===== config.mk =====
export PLATFORM = sky130hd
export DESIGN_NAME = indexed_ordered_list
export DESIGN_NICKNAME = d
export VERILOG_FILES = /design/src/rtl/iol_pkg.sv /design/src/rtl/iol_cell.sv /design/src/rtl/indexed_ordered_list.sv
export SDC_FILE = /design/constraint.sdc
export NUM_CORES = 2
export LEC_CHECK = 0
export BUFFER_PORTS_ARGS = -buffer_cell sky130_fd_sc_hd__buf_4
export CORE_MARGIN = 1.5
export CORE_UTILIZATION = 55
export DETAILED_ROUTE_END_ITERATION = 8
export PLACE_DENSITY = 0.71
export SYNTH_ARGS = -nofsm -noshare
export SYNTH_HDL_FRONTEND = slang
export SYNTH_HIERARCHICAL = 1
export SYNTH_SLANG_ARGS = --single-unit

===== constraint.sdc =====
create_clock -name clk -period 11.7 [get_ports clk]
set_clock_uncertainty 0.05 [all_clocks]
set_input_delay 2.34 -clock clk [delete_from_list [all_inputs] [get_ports clk]]
set_output_delay 2.34 -clock clk [all_outputs]
set_load 0.005 [all_outputs]

===== src/rtl/iol_pkg.sv =====
// Shared constants, request codes and beat types for the indexed ordered list.
`default_nettype none

package iol_pkg;

  // Slot count and the longest read-all stream
  localparam int CAPACITY    = 16;
  localparam int MAX_RESULTS = 16;

  localparam int IDX_W  = $clog2(CAPACITY);
  localparam int CNT_W  = $clog2(CAPACITY + 1);
  localparam int DATA_W = 32;

  // Request codes
  localparam logic [2:0] REQ_INSERT = 3'd0;
  localparam logic [2:0] REQ_ERASE  = 3'd1;
  localparam logic [2:0] REQ_FIND   = 3'd2;
  localparam logic [2:0] REQ_READ   = 3'd3;
  localparam logic [2:0] REQ_CLEAR  = 3'd4;

  // Operation applied to every cell in the same cycle
  typedef enum logic [1:0] {
    CELL_HOLD,
    CELL_INSERT,
    CELL_ERASE,
    CELL_ROTATE
  } cell_op_t;

  // Broadcast control from the sequencer to the cell row
  typedef struct packed {
    cell_op_t                 op;
    logic [CNT_W-1:0]         pos;
    logic [CNT_W-1:0]         count;
    logic [CNT_W-1:0]         span;
    logic signed [DATA_W-1:0] data;
  } cell_ctl_t;

  // Request beat
  typedef struct packed {
    logic [2:0]         req_type;
    logic [4:0]         position_in;
    logic signed [31:0] data_in;
  } req_t;

  // Result beat
  typedef struct packed {
    logic               ok;
    logic [3:0]         position_out;
    logic signed [31:0] data_out;
    logic [4:0]         count;
    logic               last;
  } rsp_t;

endpackage

`default_nettype wire


===== src/rtl/iol_cell.sv =====
// One slot of the list: holds a value, shifts with its neighbors, matches a key.
`default_nettype none

module iol_cell (
  input  wire logic                              clk,
  input  wire logic [iol_pkg::IDX_W-1:0]         idx,
  input  wire iol_pkg::cell_ctl_t                ctl,
  input  wire logic signed [iol_pkg::DATA_W-1:0] left,
  input  wire logic signed [iol_pkg::DATA_W-1:0] right,
  input  wire logic signed [iol_pkg::DATA_W-1:0] head,
  input  wire logic                              hit_in,
  output logic signed [iol_pkg::DATA_W-1:0]      slot,
  output logic                                   hit_out,
  output logic                                   first
);

  logic signed [iol_pkg::DATA_W-1:0] slot_next;
  logic [iol_pkg::CNT_W-1:0]         pos_here;
  logic [iol_pkg::CNT_W-1:0]         pos_after;
  logic                              match;

  assign pos_here  = iol_pkg::CNT_W'(idx);
  assign pos_after = pos_here + iol_pkg::CNT_W'(1);

  // Pick the next slot value from the broadcast operation
  always_comb begin
    slot_next = slot;
    case (ctl.op)
      iol_pkg::CELL_INSERT: begin
        if (pos_here == ctl.pos) begin
          slot_next = ctl.data;
        end else if (pos_here > ctl.pos && pos_here <= ctl.count) begin
          slot_next = left;
        end
      end
      iol_pkg::CELL_ERASE: begin
        if (pos_here >= ctl.pos && pos_after < ctl.count) begin
          slot_next = right;
        end
      end
      iol_pkg::CELL_ROTATE: begin
        if (pos_after < ctl.span) begin
          slot_next = right;
        end else if (pos_after == ctl.span) begin
          slot_next = head;
        end
      end
      default: begin
        slot_next = slot;
      end
    endcase
  end

  // Hold the slot value
  always_ff @(posedge clk) begin
    slot <= slot_next;
  end

  // Pass the hit chain along; flag the first live match
  assign match   = (pos_here < ctl.count) && (slot == ctl.data);
  assign hit_out = hit_in | match;
  assign first   = match & ~hit_in;

endmodule

`default_nettype wire


===== src/rtl/indexed_ordered_list.sv =====
// Top level of the indexed ordered list: request decode, cell row, result register.
//
// Bounded ordered list of signed 32-bit values in a row of 16 slot cells.
// Insert, erase, find and clear keep busy low: the single result beat
// appears with strobe in the cycle after start. Every cell shifts or compares
// in the same cycle, so inserts and erases move the whole tail at once and
// find resolves through a hit chain across the row.
// Read-all streams one entry per cycle by rotating the used cells past cell 0;
// it raises busy only for a stream of two or more entries, so an empty or
// one-entry list never raises busy.
// The rotation brings the list back to its original order by the last beat.
// Result beats cannot be stalled: take each one in the cycle strobe is high.
`default_nettype none

module indexed_ordered_list (
  input  wire logic          clk,
  input  wire logic          rst,
  input  wire logic          start,
  output logic               busy,
  input  wire iol_pkg::req_t req,
  output logic               strobe,
  output iol_pkg::rsp_t      rsp
);

  localparam int N = iol_pkg::CAPACITY;

  logic [iol_pkg::CNT_W-1:0]         count;
  logic [iol_pkg::CNT_W-1:0]         count_next;
  logic                              streaming;
  logic [iol_pkg::CNT_W-1:0]         span;
  logic [iol_pkg::IDX_W-1:0]         rd_idx;
  logic                              accept;
  logic [iol_pkg::CNT_W-1:0]         pos;
  logic [iol_pkg::CNT_W-1:0]         read_n;
  logic                              ins_ok;
  logic                              era_ok;
  logic                              found;
  logic [iol_pkg::IDX_W-1:0]         found_idx;
  logic                              stream_end;
  iol_pkg::cell_ctl_t                ctl;
  iol_pkg::rsp_t                     rsp_next;
  logic signed [iol_pkg::DATA_W-1:0] slot  [N];
  logic signed [iol_pkg::DATA_W-1:0] left  [N];
  logic signed [iol_pkg::DATA_W-1:0] right [N];
  logic                              hit   [N+1];
  logic                              first [N];

  assign busy   = streaming;
  assign accept = start & ~streaming;
  assign pos    = iol_pkg::CNT_W'(req.position_in);

  // Check indexes and clip the read-all length
  assign ins_ok = (pos <= count) && (count < iol_pkg::CNT_W'(N));
  assign era_ok = pos < count;
  assign read_n = (count > iol_pkg::CNT_W'(iol_pkg::MAX_RESULTS)) ?
                  iol_pkg::CNT_W'(iol_pkg::MAX_RESULTS) : count;
  assign stream_end = (iol_pkg::CNT_W'(rd_idx) + iol_pkg::CNT_W'(1)) == span;

  // Build the broadcast control for the row
  always_comb begin
    ctl.op    = iol_pkg::CELL_HOLD;
    ctl.pos   = pos;
    ctl.count = count;
    ctl.span  = streaming ? span : read_n;
    ctl.data  = req.data_in;
    if (streaming) begin
      ctl.op = iol_pkg::CELL_ROTATE;
    end else if (accept) begin
      unique case (req.req_type)
        iol_pkg::REQ_INSERT: ctl.op = ins_ok ? iol_pkg::CELL_INSERT : iol_pkg::CELL_HOLD;
        iol_pkg::REQ_ERASE:  ctl.op = era_ok ? iol_pkg::CELL_ERASE : iol_pkg::CELL_HOLD;
        iol_pkg::REQ_READ: begin
          ctl.op = (read_n != '0) ? iol_pkg::CELL_ROTATE : iol_pkg::CELL_HOLD;
        end
        default:             ctl.op = iol_pkg::CELL_HOLD;
      endcase
    end
  end

  // Wire up the cell row
  assign hit[0] = 1'b0;
  for (genvar g = 0; g < N; g++) begin : g_cell
    assign left[g]  = (g == 0) ? req.data_in : slot[(g == 0) ? 0 : g - 1];
    assign right[g] = (g == N - 1) ? slot[g] : slot[(g == N - 1) ? g : g + 1];

    iol_cell u_cell (
      .clk     (clk),
      .idx     (iol_pkg::IDX_W'(g)),
      .ctl     (ctl),
      .left    (left[g]),
      .right   (right[g]),
      .head    (slot[0]),
      .hit_in  (hit[g]),
      .slot    (slot[g]),
      .hit_out (hit[g+1]),
      .first   (first[g])
    );
  end

  // Encode the position of the first match
  assign found = hit[N];
  always_comb begin
    found_idx = '0;
    for (int i = 0; i < N; i++) begin
      if (first[i]) begin
        found_idx = found_idx | iol_pkg::IDX_W'(i);
      end
    end
  end

  // Form the next count and result beat
  always_comb begin
    count_next            = count;
    rsp_next.ok           = 1'b0;
    rsp_next.position_out = '0;
    rsp_next.data_out     = '0;
    rsp_next.last         = 1'b1;
    if (streaming) begin
      rsp_next.ok           = 1'b1;
      rsp_next.position_out = 4'(rd_idx);
      rsp_next.data_out     = slot[0];
      rsp_next.last         = stream_end;
    end else if (accept) begin
      unique case (req.req_type)
        iol_pkg::REQ_INSERT: begin
          rsp_next.ok = ins_ok;
          if (ins_ok) begin
            count_next = count + iol_pkg::CNT_W'(1);
          end
        end
        iol_pkg::REQ_ERASE: begin
          rsp_next.ok = era_ok;
          if (era_ok) begin
            count_next = count - iol_pkg::CNT_W'(1);
          end
        end
        iol_pkg::REQ_FIND: begin
          rsp_next.ok = found;
          if (found) begin
            rsp_next.position_out = 4'(found_idx);
            rsp_next.data_out     = req.data_in;
          end
        end
        iol_pkg::REQ_READ: begin
          rsp_next.ok   = read_n != '0;
          rsp_next.last = read_n <= iol_pkg::CNT_W'(1);
          if (read_n != '0) begin
            rsp_next.data_out = slot[0];
          end
        end
        iol_pkg::REQ_CLEAR: begin
          rsp_next.ok = 1'b1;
          count_next  = '0;
        end
        default: begin
          rsp_next.ok = 1'b0;
        end
      endcase
    end
    rsp_next.count = 5'(count_next);
  end

  // Hold count, stream state and the result register
  always_ff @(posedge clk) begin
    if (rst) begin
      count     <= '0;
      streaming <= 1'b0;
      strobe    <= 1'b0;
    end else begin
      count  <= count_next;
      strobe <= accept | streaming;
      if (streaming) begin
        if (stream_end) begin
          streaming <= 1'b0;
        end
      end else if (accept && req.req_type == iol_pkg::REQ_READ) begin
        streaming <= read_n > iol_pkg::CNT_W'(1);
      end
    end
  end

  // Advance the read index; capture the stream length
  always_ff @(posedge clk) begin
    if (streaming) begin
      rd_idx <= rd_idx + iol_pkg::IDX_W'(1);
    end else if (accept) begin
      rd_idx <= iol_pkg::IDX_W'(1);
      span   <= read_n;
    end
    rsp <= rsp_next;
  end

endmodule

`default_nettype wire


==> flow_metrics.env <==
export IMPL_finalWirelength_um=176000
export IMPL_numCtsBuffers=69
export IMPL_syn_to_final_growth_pct=7.57
export IMPL_vias_per_cell=6.56
export IMPL_clk_pin_slew_worst_paths_ns=0.06
export IMPL_min_delay_path_class="register to register"
export IMPL_dpl_cell_area_um2=56900
export IMPL_startpoint_type="input port"
export IMPL_comb_power_share_pct=17.5
export IMPL_cp_top_family="buffers and inverters"
export IMPL_cp_required_ns=12.11
export IMPL_p_sw_share_pct=28.6
export IMPL_ios=88
export IMPL_fmax_mhz=146
export IMPL_violations="capacitance limit, slew limit"
export IMPL_wl_per_cell_um=25.0
export IMPL_grt_max_degree=182
export IMPL_max_stage_delay_ns=0.87
export IMPL_maxSlewHeadroom_pct=-62.7
export IMPL_start_util_pct=55.6
export IMPL_outcome="finished, violations left"
export IMPL_antenna_found_initial=7
export IMPL_power_frac_seq_pct=42.3
export IMPL_ant_nets=0
export IMPL_worst_pin_slew_ns=2.44
export IMPL_rows=115
export IMPL_syn_area_per_cell_um2=9.97
export IMPL_grt_overflow=0
export IMPL_hold_buffers=0
export IMPL_dr_pass1_iters=6
export IMPL_portBuffers=87
export IMPL_core_um2=98700
export IMPL_min_period_over_period_pct=58.4
export IMPL_internal_power_mw=3.77
export IMPL_arrival_ns=7.24
export IMPL_clockBufferDepth=3
export IMPL_dieHeight_um=319
export IMPL_ir_worst_vdd_mv=0.0863
export IMPL_cp_common_cell="buf_4"
export IMPL_final_nets=6056
export IMPL_cts_root_buffer="clkbuf_16"
export IMPL_finalHoldViolations=0
export IMPL_cts_tree="yes"
export IMPL_nFillCells=8355
export IMPL_htree_num_levels=3
export IMPL_drive_gt1_share_pct=11.4
export IMPL_die_w_um=319
export IMPL_crit_fanout=86
export IMPL_grt_pass1_vias=44956
export IMPL_mostFrequentLayoutCells="768 x mux2i_1, 521 x edfxtp_1, 466 x xnor2_1, 332 x a21oi_1"
export IMPL_power_per_cell_area_nw_per_um2=89.3
export IMPL_clock_sinks=571
export IMPL_grt_pass1_wl_um=270000
export IMPL_grt_setup_unrepaired="no"
export IMPL_drt_iter0_markers=5265
export IMPL_tns_ns=0
export IMPL_p_switching_mw=1.51
export IMPL_maxSlewViolCount=70
export IMPL_cp_end_kind="register"
export IMPL_rrSetupSlack_ns=5.96
export IMPL_hpwl_um=116000
export IMPL_clkPwrFrac_pct=40.2
export IMPL_gp_congestion=0.940
export IMPL_grt_usage_pct=33.6
export IMPL_critPathSlowestCell="buf_4"
export IMPL_period_needed_ns=6.84
export IMPL_drc=0
export IMPL_cap_violations=1
export IMPL_dieArea_um2=102000
export IMPL_ctsResizeCount=0
export IMPL_crit_type="input port to register"
export IMPL_cp_num_buf_inv=4
export IMPL_vias=46168
export IMPL_syn_inst=5506
export IMPL_worstSkewPairLatency_ns=0.62
export IMPL_final_common_cell="mux2i_1"
export IMPL_p_leak_nw=21.0
export IMPL_setup_violations_final=0
export IMPL_final_cell_area_um2=59100
export IMPL_crit_path_cell_trace="buf_4 -> ha_1 -> a21oi_1 -> nand2_1 -> o21ai_2 -> a21o_4 -> buf_4 -> buf_4 -> buf_4 -> nor2_1 -> a21oi_1"
export IMPL_synthesis_area_um2=54900
export IMPL_yosys_warnings=6
export IMPL_cts_setup_buffers=0
layer usage:
metal	up-vias	track usage, %	wire length (um)
met2	2432	55.1	81000
met4	2	14.1	7190
met5	-	0	13
met3	450	4.94	15400
li1	20961	-	-
met1	22323	44.2	72400
worst reg2reg max path: cells and delay by family, from the launching register on:
family | cells | cell delay (ns)
AO/OA/AOI/OAI | 4 | 1.20
adder cells (fa/ha/maj) | 1 | 0.40
buffers and inverters | 4 | 2.89
flip-flops | 1 | 0.72
AND/OR/NAND/NOR | 2 | 0.32
power by group through the flow:
stage          Clock [mW]  Combinational [mW]  Sequential, mW
5_1_grt              2.20               0.995            2.23
3_3_place_gp            0               0.861            2.27
4_1_cts              2.13               0.884            2.23
6_report             2.12               0.923            2.23
3_5_place_dp            0               0.881            2.27
2_1_floorplan           0               0.639            2.27
final timing paths:
check                               start                         to  depth (start not counted)
worst min-delay path            rd_idx[1]                    rsp[39]                          1
worst max register to register   count[4]  g_cell[6].u_cell/slot[12]                         11
worst max-delay path              req[36]  g_cell[6].u_cell/slot[12]                         11
worst min register to register  rd_idx[1]                    rsp[39]                          1
layout make-up:
type                       instances  area [um^2]  area share [%]
inverter                         242          908            1.54
sequential                       571        16600            28.2
multi-input combinational       4614        36200            61.3
timing repair buffer             203         1550            2.62
antenna                            5         12.5          0.0212
clock inverter                    26          203           0.343
clock buffer                      91         1900            3.22
tap                             1287         1610            2.73
stage by stage:
step	total power [mW]	setup slack, ns	hold slack, ns	instances	utilization (%)
2_1_floorplan	2.91	4.13	0.449	5793	-
3_3_place_gp	3.13	4.54	0.478	6917	57.7
3_5_place_dp	3.15	4.47	0.480	6917	57.7
4_1_cts	5.24	5.10	0.502	7034	59.8
5_1_grt	5.43	4.71	0.526	7039	59.8
6_report	5.27	4.86	0.503	7039	59.8
registers in the layout, summed over array words and instances (netlist names):
name / flops
busy: 1
g_cell.u_cell/slot: 512
rd_idx: 4
span: 5
count: 5
rsp: 43
strobe: 1
(Power assumes the default switching activity.)
